### src/hdl/modexp_pkg.sv
// modexp_pkg: shared constants and types for the modular exponentiation core
// holds word width, register defaults, controller state and command/status structs
// no dependencies

package modexp_pkg;

    localparam int WORD_WIDTH = 32;
    localparam int CNT_W      = $clog2(WORD_WIDTH);
    localparam int KEEP_W     = 4;
    localparam int CFG_IDX_W  = 1;

    localparam logic [WORD_WIDTH-1:0] MODULUS_RST  = WORD_WIDTH'(6103297);
    localparam logic [WORD_WIDTH-1:0] EXPONENT_RST = WORD_WIDTH'(65537);

    localparam logic [CFG_IDX_W-1:0] CFG_MODULUS  = CFG_IDX_W'(0);
    localparam logic [CFG_IDX_W-1:0] CFG_EXPONENT = CFG_IDX_W'(1);

    typedef enum logic [2:0] {
        ST_IDLE,
        ST_PREP,
        ST_RED,
        ST_CHECK,
        ST_MRES,
        ST_SQR,
        ST_DONE
    } t_state;

    typedef enum logic [1:0] {
        MSRC_RED,
        MSRC_MRES,
        MSRC_SQR
    } t_mul_src;

    typedef struct packed {
        logic     load;       // capture input transaction and live config
        logic     mul_start;
        t_mul_src mul_src;
        logic     wr_a;       // base <= multiplier result
        logic     wr_res;     // result <= multiplier result
        logic     res_one;
        logic     res_zero;
        logic     exp_shift;
        logic     out_load;
    } t_dp_cmd;

    typedef struct packed {
        logic mul_done;
        logic mod_zero;
        logic exp_zero;
        logic exp_lsb;
    } t_dp_sts;

endpackage

### src/hdl/modular_exponentiation_core.sv
// Modular exponentiation core: result = message ^ exponent mod modulus, 32-bit words.
// Input channel (i_in_valid/o_in_ready) takes a word with stream sideband bits;
// output channel (o_out_valid/i_out_ready) returns one result per input with the
// sideband copied. Config port (i_cfg_we, i_cfg_index, i_cfg_data): index 0 is
// the modulus (reset 6103297), index 1 the exponent (reset 65537); write only
// while the core is idle. One transaction at a time. The base is first
// reduced, then each exponent bit up to the highest set one costs a square and,
// when set, a multiply. Every modular multiply runs on one bit-serial unit doing
// one double or one add per cycle. The core returns to idle, ready for the next
// transaction, in the same state update that raises o_out_valid. A modulus of
// zero skips the math and presents 0. Reset (synchronous, active low) returns the
// core to idle, drops o_out_valid and restores the register defaults. The result
// sits in an output register: a new transaction is accepted while it waits, and
// a stalled receiver only holds the core once the next result is finished.
// depends on modexp_pkg, modexp_ctrl, modexp_datapath

module modular_exponentiation_core (
    input  logic                               i_clk,
    input  logic                               i_rst_n,
    input  logic                               i_cfg_we,
    input  logic [modexp_pkg::CFG_IDX_W-1:0]   i_cfg_index,
    input  logic [modexp_pkg::WORD_WIDTH-1:0]  i_cfg_data,
    input  logic                               i_in_valid,
    output logic                               o_in_ready,
    input  logic [modexp_pkg::WORD_WIDTH-1:0]  i_message_word,
    input  logic [modexp_pkg::KEEP_W-1:0]      i_in_keep,
    input  logic [modexp_pkg::KEEP_W-1:0]      i_in_strobe,
    input  logic                               i_in_user,
    input  logic                               i_in_last,
    input  logic                               i_in_id,
    input  logic                               i_in_dest,
    output logic                               o_out_valid,
    input  logic                               i_out_ready,
    output logic [modexp_pkg::WORD_WIDTH-1:0]  o_result_word,
    output logic [modexp_pkg::KEEP_W-1:0]      o_out_keep,
    output logic [modexp_pkg::KEEP_W-1:0]      o_out_strobe,
    output logic                               o_out_user,
    output logic                               o_out_last,
    output logic                               o_out_id,
    output logic                               o_out_dest
);

    modexp_pkg::t_dp_cmd w_cmd;
    modexp_pkg::t_dp_sts w_sts;

    modexp_ctrl u_ctrl (
        .i_clk       (i_clk),
        .i_rst_n     (i_rst_n),
        .i_in_valid  (i_in_valid),
        .o_in_ready  (o_in_ready),
        .o_out_valid (o_out_valid),
        .i_out_ready (i_out_ready),
        .i_sts       (w_sts),
        .o_cmd       (w_cmd)
    );

    modexp_datapath u_dp (
        .i_clk          (i_clk),
        .i_rst_n        (i_rst_n),
        .i_cfg_we       (i_cfg_we),
        .i_cfg_index    (i_cfg_index),
        .i_cfg_data     (i_cfg_data),
        .i_message_word (i_message_word),
        .i_in_keep      (i_in_keep),
        .i_in_strobe    (i_in_strobe),
        .i_in_user      (i_in_user),
        .i_in_last      (i_in_last),
        .i_in_id        (i_in_id),
        .i_in_dest      (i_in_dest),
        .i_cmd          (w_cmd),
        .o_sts          (w_sts),
        .o_result_word  (o_result_word),
        .o_out_keep     (o_out_keep),
        .o_out_strobe   (o_out_strobe),
        .o_out_user     (o_out_user),
        .o_out_last     (o_out_last),
        .o_out_id       (o_out_id),
        .o_out_dest     (o_out_dest)
    );

endmodule

### src/hdl/modexp_datapath.sv
// modexp_datapath: config registers, operand registers, bit-serial modular
// multiplier and output register of the modular exponentiation core
// depends on modexp_pkg

module modexp_datapath (
    input  logic                               i_clk,
    input  logic                               i_rst_n,
    input  logic                               i_cfg_we,
    input  logic [modexp_pkg::CFG_IDX_W-1:0]   i_cfg_index,
    input  logic [modexp_pkg::WORD_WIDTH-1:0]  i_cfg_data,
    input  logic [modexp_pkg::WORD_WIDTH-1:0]  i_message_word,
    input  logic [modexp_pkg::KEEP_W-1:0]      i_in_keep,
    input  logic [modexp_pkg::KEEP_W-1:0]      i_in_strobe,
    input  logic                               i_in_user,
    input  logic                               i_in_last,
    input  logic                               i_in_id,
    input  logic                               i_in_dest,
    input  modexp_pkg::t_dp_cmd                i_cmd,
    output modexp_pkg::t_dp_sts                o_sts,
    output logic [modexp_pkg::WORD_WIDTH-1:0]  o_result_word,
    output logic [modexp_pkg::KEEP_W-1:0]      o_out_keep,
    output logic [modexp_pkg::KEEP_W-1:0]      o_out_strobe,
    output logic                               o_out_user,
    output logic                               o_out_last,
    output logic                               o_out_id,
    output logic                               o_out_dest
);

    localparam int W = modexp_pkg::WORD_WIDTH;

    // (a + b) mod n for a, b < n
    function automatic logic [W-1:0] add_mod(input logic [W-1:0] a,
                                             input logic [W-1:0] b,
                                             input logic [W-1:0] n);
        logic [W:0] s;
        s = {1'b0, a} + {1'b0, b};
        if (s >= {1'b0, n}) begin
            s = s - {1'b0, n};
        end
        return s[W-1:0];
    endfunction

    logic [W-1:0] r_cfg_mod;
    logic [W-1:0] r_cfg_exp;

    logic [W-1:0] r_mod;
    logic [W-1:0] r_exp;
    logic [W-1:0] r_msg;
    logic [W-1:0] r_a;
    logic [W-1:0] r_res;
    logic [modexp_pkg::KEEP_W-1:0] r_keep;
    logic [modexp_pkg::KEEP_W-1:0] r_strb;
    logic [3:0]   r_side;

    logic [W-1:0]                  r_acc;
    logic [W-1:0]                  r_mcand;
    logic [W-1:0]                  r_mplier;
    logic [modexp_pkg::CNT_W-1:0]  r_cnt;
    logic                          r_phase;
    logic                          r_run;
    logic                          r_done;

    logic [W-1:0] r_out_word;
    logic [modexp_pkg::KEEP_W-1:0] r_out_keep;
    logic [modexp_pkg::KEEP_W-1:0] r_out_strb;
    logic [3:0]   r_out_side;

    logic [W-1:0] n_mcand;
    logic [W-1:0] n_mplier;

    // configuration registers
    always_ff @(posedge i_clk) begin
        if (!i_rst_n) begin
            r_cfg_mod <= modexp_pkg::MODULUS_RST;
            r_cfg_exp <= modexp_pkg::EXPONENT_RST;
        end else if (i_cfg_we) begin
            unique case (i_cfg_index)
                modexp_pkg::CFG_MODULUS:  r_cfg_mod <= i_cfg_data;
                modexp_pkg::CFG_EXPONENT: r_cfg_exp <= i_cfg_data;
                default: ;
            endcase
        end
    end

    // operand select for a new multiply
    always_comb begin
        unique case (i_cmd.mul_src)
            modexp_pkg::MSRC_RED: begin
                // base mod n as 1 * base mod n, horner over the base bits
                n_mcand  = (r_mod == W'(1)) ? '0 : W'(1);
                n_mplier = r_msg;
            end
            modexp_pkg::MSRC_MRES: begin
                n_mcand  = r_res;
                n_mplier = r_a;
            end
            modexp_pkg::MSRC_SQR: begin
                n_mcand  = r_a;
                n_mplier = r_a;
            end
            default: begin
                n_mcand  = r_a;
                n_mplier = r_a;
            end
        endcase
    end

    // shift-and-add modular multiplier: double in phase 0, add in phase 1
    always_ff @(posedge i_clk) begin
        if (!i_rst_n) begin
            r_run   <= 1'b0;
            r_done  <= 1'b0;
            r_phase <= 1'b0;
            r_cnt   <= '0;
        end else begin
            r_done <= 1'b0;
            if (i_cmd.mul_start) begin
                r_run   <= 1'b1;
                r_phase <= 1'b0;
                r_cnt   <= '0;
            end else if (r_run) begin
                r_phase <= ~r_phase;
                if (r_phase) begin
                    r_cnt <= r_cnt + 1'b1;
                    if (r_cnt == modexp_pkg::CNT_W'(W - 1)) begin
                        r_run  <= 1'b0;
                        r_done <= 1'b1;
                    end
                end
            end
        end
    end

    always_ff @(posedge i_clk) begin
        if (i_cmd.mul_start) begin
            r_acc    <= '0;
            r_mcand  <= n_mcand;
            r_mplier <= n_mplier;
        end else if (r_run) begin
            if (!r_phase) begin
                r_acc <= add_mod(r_acc, r_acc, r_mod);
            end else begin
                if (r_mplier[W-1]) begin
                    r_acc <= add_mod(r_acc, r_mcand, r_mod);
                end
                r_mplier <= {r_mplier[W-2:0], 1'b0};
            end
        end
    end

    // operand and sideband registers
    always_ff @(posedge i_clk) begin
        if (i_cmd.load) begin
            r_mod  <= r_cfg_mod;
            r_exp  <= r_cfg_exp;
            r_msg  <= i_message_word;
            r_keep <= i_in_keep;
            r_strb <= i_in_strobe;
            r_side <= {i_in_user, i_in_last, i_in_id, i_in_dest};
        end else if (i_cmd.exp_shift) begin
            r_exp <= {1'b0, r_exp[W-1:1]};
        end
        if (i_cmd.wr_a) begin
            r_a <= r_acc;
        end
        if (i_cmd.res_zero) begin
            r_res <= '0;
        end else if (i_cmd.res_one) begin
            r_res <= W'(1);
        end else if (i_cmd.wr_res) begin
            r_res <= r_acc;
        end
    end

    // output register, held until the receiver takes it
    always_ff @(posedge i_clk) begin
        if (i_cmd.out_load) begin
            r_out_word <= r_res;
            r_out_keep <= r_keep;
            r_out_strb <= r_strb;
            r_out_side <= r_side;
        end
    end

    assign o_sts.mul_done = r_done;
    assign o_sts.mod_zero = (r_mod == '0);
    assign o_sts.exp_zero = (r_exp == '0);
    assign o_sts.exp_lsb  = r_exp[0];

    assign o_result_word = r_out_word;
    assign o_out_keep    = r_out_keep;
    assign o_out_strobe  = r_out_strb;
    assign o_out_user    = r_out_side[3];
    assign o_out_last    = r_out_side[2];
    assign o_out_id      = r_out_side[1];
    assign o_out_dest    = r_out_side[0];

endmodule

### src/hdl/modexp_ctrl.sv
// modexp_ctrl: sequencer for right-to-left square-and-multiply
// drives datapath commands and the input/output handshakes; depends on modexp_pkg

module modexp_ctrl (
    input  logic                 i_clk,
    input  logic                 i_rst_n,
    input  logic                 i_in_valid,
    output logic                 o_in_ready,
    output logic                 o_out_valid,
    input  logic                 i_out_ready,
    input  modexp_pkg::t_dp_sts  i_sts,
    output modexp_pkg::t_dp_cmd  o_cmd
);

    modexp_pkg::t_state r_state;
    modexp_pkg::t_state n_state;
    logic               r_out_valid;
    logic               n_out_valid;

    always_ff @(posedge i_clk) begin
        if (!i_rst_n) begin
            r_state     <= modexp_pkg::ST_IDLE;
            r_out_valid <= 1'b0;
        end else begin
            r_state     <= n_state;
            r_out_valid <= n_out_valid;
        end
    end

    always_comb begin
        n_state     = r_state;
        o_cmd       = '0;
        o_cmd.mul_src = modexp_pkg::MSRC_SQR;
        o_in_ready  = 1'b0;
        n_out_valid = r_out_valid && !i_out_ready;
        unique case (r_state)
            modexp_pkg::ST_IDLE: begin
                o_in_ready = 1'b1;
                if (i_in_valid) begin
                    o_cmd.load = 1'b1;
                    n_state    = modexp_pkg::ST_PREP;
                end
            end
            modexp_pkg::ST_PREP: begin
                if (i_sts.mod_zero) begin
                    o_cmd.res_zero = 1'b1;
                    n_state        = modexp_pkg::ST_DONE;
                end else begin
                    o_cmd.mul_start = 1'b1;
                    o_cmd.mul_src   = modexp_pkg::MSRC_RED;
                    n_state         = modexp_pkg::ST_RED;
                end
            end
            modexp_pkg::ST_RED: begin
                if (i_sts.mul_done) begin
                    o_cmd.wr_a    = 1'b1;
                    o_cmd.res_one = 1'b1;
                    n_state       = modexp_pkg::ST_CHECK;
                end
            end
            modexp_pkg::ST_CHECK: begin
                priority if (i_sts.exp_zero) begin
                    n_state = modexp_pkg::ST_DONE;
                end else if (i_sts.exp_lsb) begin
                    o_cmd.mul_start = 1'b1;
                    o_cmd.mul_src   = modexp_pkg::MSRC_MRES;
                    n_state         = modexp_pkg::ST_MRES;
                end else begin
                    o_cmd.mul_start = 1'b1;
                    n_state         = modexp_pkg::ST_SQR;
                end
            end
            modexp_pkg::ST_MRES: begin
                if (i_sts.mul_done) begin
                    // result taken from the accumulator before it restarts
                    o_cmd.wr_res    = 1'b1;
                    o_cmd.mul_start = 1'b1;
                    n_state         = modexp_pkg::ST_SQR;
                end
            end
            modexp_pkg::ST_SQR: begin
                if (i_sts.mul_done) begin
                    o_cmd.wr_a      = 1'b1;
                    o_cmd.exp_shift = 1'b1;
                    n_state         = modexp_pkg::ST_CHECK;
                end
            end
            modexp_pkg::ST_DONE: begin
                if (!r_out_valid || i_out_ready) begin
                    o_cmd.out_load = 1'b1;
                    n_out_valid    = 1'b1;
                    n_state        = modexp_pkg::ST_IDLE;
                end
            end
            default: begin
                n_state = modexp_pkg::ST_IDLE;
            end
        endcase
    end

    assign o_out_valid = r_out_valid;

endmodule

### config.mk
export PLATFORM = sky130hd
export DESIGN_NAME = modular_exponentiation_core
export DESIGN_NICKNAME = d
export VERILOG_FILES = /design/src/hdl/modexp_pkg.sv /design/src/hdl/modular_exponentiation_core.sv /design/src/hdl/modexp_datapath.sv /design/src/hdl/modexp_ctrl.sv
export SDC_FILE = /design/constraint.sdc
export NUM_CORES = 1
export LEC_CHECK = 0
export ABC_AREA = 1
export BUFFER_PORTS_ARGS = -buffer_cell sky130_fd_sc_hd__buf_2
export CORE_MARGIN = 2
export CORE_UTILIZATION = 56
export DETAILED_ROUTE_END_ITERATION = 8
export HOLD_SLACK_MARGIN = 0.02
export PLACE_DENSITY_LB_ADDON = 0.2
export RECOVER_POWER = 25
export SLEW_MARGIN = 20
export SYNTH_ARGS = -nofsm -noshare
export SYNTH_HDL_FRONTEND = slang
export SYNTH_SLANG_ARGS = --single-unit
### constraint.sdc
create_clock -name i_clk -period 4.3 [get_ports i_clk]
set_input_delay 0.215 -clock i_clk [delete_from_list [all_inputs] [get_ports i_clk]]
set_output_delay 0.215 -clock i_clk [all_outputs]
set_load 0.02 [all_outputs]
### After elaboration in Yosys (flattened, before gate mapping)

Cells that the tools add are included.

| word-level totals | value |
|---|---|
| register bits | 388 |
| output and inout bits | 46 |
| logic and storage cells | 117 |

| cells by class | value |
|---|---|
| add/subtract/negate cells | 5 |
| order comparisons | 2 |
| equality and inequality tests | 14 |
| multiplexer cells | 46 |
| bitwise logic cells | 4 |
| reduce and logical (&&, ||, !) cells | 22 |

Operator list:

| cell | number |
|---|---|
| 2-to-1 mux 32 bit | 10 |
| adder 32 x 32 -> 33 bit | 2 |
| greater-or-equal comparator 33 x 32 -> 1 bit | 2 |
| logical NOT 32 bit | 2 |
| one-hot mux 32 bit (2 select lines) | 1 |
| subtractor 32 bit | 2 |
| == test 32 x 1 -> 1 bit (second input constant) | 1 |
| 2-to-1 mux 3 bit | 8 |
| 2-to-1 mux 1 bit | 23 |
| one-hot mux 3 bit (6 select lines) | 1 |
| AND reduction 2 bit | 5 |
| == test 3 bit (second input constant) | 3 |
| != test 2 x 1 -> 1 bit (second input constant) | 4 |
| nonzero test 2 bit | 4 |
| == test 3 x 2 -> 1 bit (second input constant) | 2 |
| OR reduction 2 bit | 3 |
| adder 5 x 1 -> 5 bit (second input constant) | 1 |
| == test 5 bit (second input constant) | 1 |
| inverter 1 bit | 4 |
| one-hot mux 2 bit (2 select lines) | 1 |
| AND reduction 4 bit | 1 |
| OR reduction 4 bit | 1 |
| == test 3 x 1 -> 1 bit (second input constant) | 1 |
| logical NOT 3 bit | 1 |
| 8 further kinds | 9 |

### Depth between registers and ports, before layout

| depth | value |
|---|---|
| word-level depth | 6 |
| mapped depth | 33 |

### Modules after synthesis

A second synthesis with hierarchy kept.

| second synthesis, totals | value |
|---|---|
| cells, all modules | 3075 |
| area, all modules | 22834.4 um^2 |

By module, submodules not included:

| module | instances | cells an instance | area an instance (um^2) | seq. area each (um^2) |
|---|---|---|---|---|
| modexp_datapath | 1 | 3014 | 22457.8 | 10169.8 |
| modexp_ctrl | 1 | 61 | 376.6 | 80.1 |

### Worst setup path after synthesis

No wires, ideal clock.

| timing path | value |
|---|---|
| path kind | flip-flop to flip-flop |
| start point | reg u_ctrl.r_state[1] |
| end point | reg u_dp.r_out_keep (netlist bit u_dp.o_out_keep[0]), enable pin |
| setup time | 0.500 ns |
| arrival time | 3.533 ns |
| data required time | 3.800 ns |
| slack | 0.267 ns |
| stages on the path, launching flop included | 3 |
| buffers on the path | 0 |
| period minus slack after synthesis | 4.033 ns |
| cells stage by stage | dfxtp_1 -> nand2_1 -> nor3_1 |

RTL lines:

| element | line | RTL |
|---|---|---|
| start, declared | modexp_ctrl.sv:15 | `modexp_pkg::t_state r_state;` |
| start signal, assigned | modexp_ctrl.sv:22 | `r_state <= modexp_pkg::ST_IDLE;` |
| start signal, assigned | modexp_ctrl.sv:25 | `r_state <= n_state;` |
| end signal, assigned | modexp_datapath.sv:179 | `r_out_keep <= r_keep;` |
| end, declared | modexp_datapath.sv:64 | `logic [modexp_pkg::KEEP_W-1:0] r_out_keep;` |

### Worst setup path in the final report

| timing path | value |
|---|---|
| start point | reg u_dp.r_mcand[2] |
| end point | reg u_dp.r_acc[30] |

| between the ends | value |
|---|---|
| word-level cells in the longest chain between the ends | 5 |
| elaborated cells on any way between the ends | 6 |
| classes of those cells | add/sub: 2; order compare: 1; mux: 3 |

RTL lines:

| element | line | RTL |
|---|---|---|
| start, declared | modexp_datapath.sv:56 | `logic [W-1:0] r_mcand;` |
| start signal, assigned | modexp_datapath.sv:137 | `r_mcand <= n_mcand;` |
| adder 32 x 32 -> 33 bit * | modexp_datapath.sv:36 | `s = {1'b0, a} + {1'b0, b};` |
| subtractor 32 bit or greater-or-equal comparator 33 x 32 -> 1 bit (tied branches) | modexp_datapath.sv:38, modexp_datapath.sv:37 |  |
| 2-to-1 mux 32 bit * | modexp_datapath.sv:37 | `if (s >= {1'b0, n}) begin` |
| 2-to-1 mux 32 bit * | modexp_datapath.sv:143 | `if (r_mplier[W-1]) begin` |
| 2-to-1 mux 32 bit * | modexp_datapath.sv:140 | `if (!r_phase) begin` |
| end signal, assigned | modexp_datapath.sv:141 | `r_acc <= add_mod(r_acc, r_acc, r_mod);` |
| end signal, assigned | modexp_datapath.sv:144 | `r_acc <= add_mod(r_acc, r_mcand, r_mod);` |
| end, declared | modexp_datapath.sv:55 | `logic [W-1:0] r_acc;` |

Mark *: on every way between the ends. The rest lies on a longest branch, timed or not. The select of a mux whose other input is x is not followed.
A chain may end at the register's enable or synchronous reset.

==> impl_metrics.json <==
{
  "yosysSeqAreaShare_pct": 46.91,
  "crit_fanout": 5,
  "synth_ff_type": "edfxtp_1",
  "cpPeakStageDelay_ps": 540,
  "reg2regPathDepth": 23,
  "synthTopCellsByArea": "edfxtp_1, dfxtp_1, nand2_1, nand3_1, ha_1",
  "finalInstanceArea_um2": 25830,
  "synthXorXnorAreaFrac_pct": 2.204,
  "via_count": 20563,
  "arrival_ps": 4660,
  "syn_area_um2": 21850,
  "fmax_ghz": 0.2387,
  "slowest_stage": "a21boi_0",
  "cp_top_family": "compound AO/OA/AOI/OAI gates",
  "cts.sinks": 388,
  "syn_nets": 2912,
  "synth_compound_area_share_pct": 10.88,
  "grt_overflow": 0,
  "path_cells": "ha_1, a21oi_1, nand2_2, nand2_1, nand3_1, nand2_1, nand2_1, nand2_1, nand3b_1, nand2_1, inv_1, ha_1, a21oi_1, a21boi_0, o21bai_1, a21oi_1, nand2_1, nand2_1, nand2_1, nand2_1, nand3_1, nand2_1, a21oi_1",
  "synth_fa_ha_area_share_pct": 5.886,
  "n_antenna_cell": 0,
  "ir_worst_vdd_v": 0.0004742,
  "synth_top_area_share_pct": 34.08,
  "crit_path_start_kind": "flip-flop",
  "power_leakage_nw": 11.42,
  "syn_area_per_cell_um2": 8.007,
  "synth_top_area_cell": "edfxtp_1",
  "io_pins": 128,
  "io_buffer_count": 127,
  "worstHoldPathCells": 4,
  "hold_start": "i_in_valid",
  "maxSlewHeadroom_pct": 31.36,
  "die_x_um": 201.5,
  "outcome": "complete, no violations",
  "dp_slack_ps": -90.62,
  "ys_async_sr_fraction_pct": 0,
  "tightestPinTransition_ps": 1028,
  "drc": 0,
  "wire_per_inst_um": 21.80,
  "crit_type": "flip-flop to flip-flop",
  "die_height_um": 201.5,
  "cts_buffer_depth": 3,
  "htreeDepth": 2,
  "drtIter0Drc": 2155,
  "die_area_um2": 40620,
  "maxCapViolCount": 0,
  "synth_edf_count": 248,
  "slew_violations": 0,
  "finalClockSkew_ps": 21.70,
  "area_delta_synth_final_pct": 18.19,
  "drt_pass1_iterations": 6,
  "rrSetupSlack_ps": 110,
  "crit_path_frequent_cell": "nand2_1",
  "power.density_nw_per_um2": 968.9,
  "fp.coreArea_um2": 38560,
  "synth_seq_cells": 388,
  "cts_tree": "done",
  "period_share_pct": 97.43,
  "drt_wl_total_um": 76760,
  "synth_mux_area_share_pct": 0,
  "hpwl_um": 55890,
  "grt.total_usage_pct": 37.49,
  "rr_startpoint": "u_dp.r_mcand[2]",
  "whs_endpoint": "u_ctrl.r_state[2]",
  "antenna_found_initial": 0,
  "mostFrequentLayoutCells": "nand2_1, nor2_1, inv_1",
  "grt_pass1_wl_um": 116300,
  "grt_pass1_vias": 20222,
  "path_buf_inv": 1,
  "grt_max_degree": 104,
  "min_path_type": "input port to flip-flop",
  "timing.final.ws_setup_ps": 110.6,
  "synth-simple-area-share_pct": 26.89,
  "layout-drive-gt1-share_pct": 12.55,
  "mostFrequentLayoutCell": "nand2_1",
  "syn_inst": 2729,
  "synth_top_family_by_area": "simple AND/OR/NAND/NOR gates",
  "yosys_warnings": 0,
  "setup_violations": 0,
  "finalNetCount": 3154,
  "final_cells": 3522,
  "cp_data_required_time_ps": 4770,
  "end_kind": "flip-flop",
  "root_buffer": "clkbuf_16",
  "ant_nets": 0,
  "initial_core_util_pct": 56.68,
  "rows": 72,
  "gp_congestion": 1.025,
  "finalHoldViolCount": 0,
  "clk_latency_ps": 580,
  "clk_pin_slew_worst_paths_ps": 70,
  "yosysUniqueCellTypes": 52,
  "cts_made_buffers": 41,
  "r2r_end": "u_dp.r_acc[30]",
  "placedCellCount": 3360,
  "period_needed_ps": 4189,
  "viasPerCell": 5.838,
  "whs_ps": 99.21,
  "dpl_cell_area_um2": 23390
}
## per-stage QoR
stage / TNS (ps) / power (W) / utilization, %
2_1_floorplan: 0 / 0.01532 / -
3_3_place_gp: -3358 / 0.02003 / 60.66
3_5_place_dp: -872.8 / 0.02001 / 60.66
4_1_cts: 0 / 0.02378 / 66.18
5_1_grt: -643.3 / 0.02660 / 66.98
6_report: 0 / 0.02502 / 66.98
## area by class of cell
class	count	area [µm²]
Sequential cell	388	10250
Inverter	305	1150
Multi-Input combinational cell	1946	10420
Fill cell	3155	12730
Clock inverter	14	173.9
Clock buffer	62	1166
Timing Repair Buffer	289	2017
Tap cell	518	648.1
## registers in the layout, indices dropped and copies added, names as in the netlist, 32 cells and up
name and cells:
u_dp.o_result_word 32, u_dp.r_a 32, u_dp.r_acc 32, u_dp.r_cfg_exp 32, u_dp.r_cfg_mod 32, u_dp.r_exp 32, u_dp.r_mcand 32, u_dp.r_mod 32
u_dp.r_mplier 32, u_dp.r_msg 32, u_dp.r_res 32
## cells in the mapped netlist (31+ instances only)
master    instances
o21ai_0         106
clkbuf_1         61
inv_1           290
ha_1             98
a22o_1           31
nand2_1         701
xnor2_1          31
a21oi_1         150
nand3_1         258
a31oi_1          35
dfxtp_1         140
edfxtp_1        248
nor2_1          313
## power by group
part	switching (W)	internal, W	leakage, nW
sequential	0.000474	0.00505	3.48
clock	0.00154	0.00203	0.644
combinational	0.0105	0.00543	7.30
total	0.0125	0.0125	11.4
## layer usage
layer	global-route usage, %	vias to the layer above	part of all wire, %
met2	63.14	1072	47
met1	47.89	9654	40
met4	16.39	0	5.2
met5	0	-	0
met3	5.960	241	8.2
li1	-	9596	-
## kinds of logic (layout without fill, tap and decap cells)
logic type	Yosys count	in the layout
and+or+nand+nor	1385	1386
AOI/OAI and AO/OA	404	404
buffers and inverters	396	670
DFF	388	388
adders and majority gates	101	101
xor gates and xnor gates	55	55
## tightest hold or removal path, stage by stage
cell     delay [ps]
buf_2            90
o21ai_0         160
nand2_1          90
a21oi_1          60
## how the worst max path moves through the flow
stage                       from  cells past startpoint                  to
2_1_floorplan  u_ctrl.r_state[1]                      2  u_dp.o_out_keep[0]
3_3_place_gp    u_dp.r_mcand[11]                     30       u_dp.r_acc[6]
3_5_place_dp    u_dp.r_mcand[11]                     30       u_dp.r_acc[3]
4_1_cts         u_dp.r_mcand[11]                     28      u_dp.r_acc[12]
5_1_grt          u_dp.r_mcand[2]                     23      u_dp.r_acc[30]
6_report         u_dp.r_mcand[2]                     23      u_dp.r_acc[30]
## repair_timing
item / in CTS / in global routing
gates cloned: 1 / 1
endpoints found under the setup margin: 23 / 32
pin swaps: 1 / 8
buffers inserted: 0 / 7
gates resized for setup: 2 / 71
endpoints found under the hold margin: 108 / 0
hold buffers: 77 / 0
Note: power is estimated with default switching activity, not from simulation.
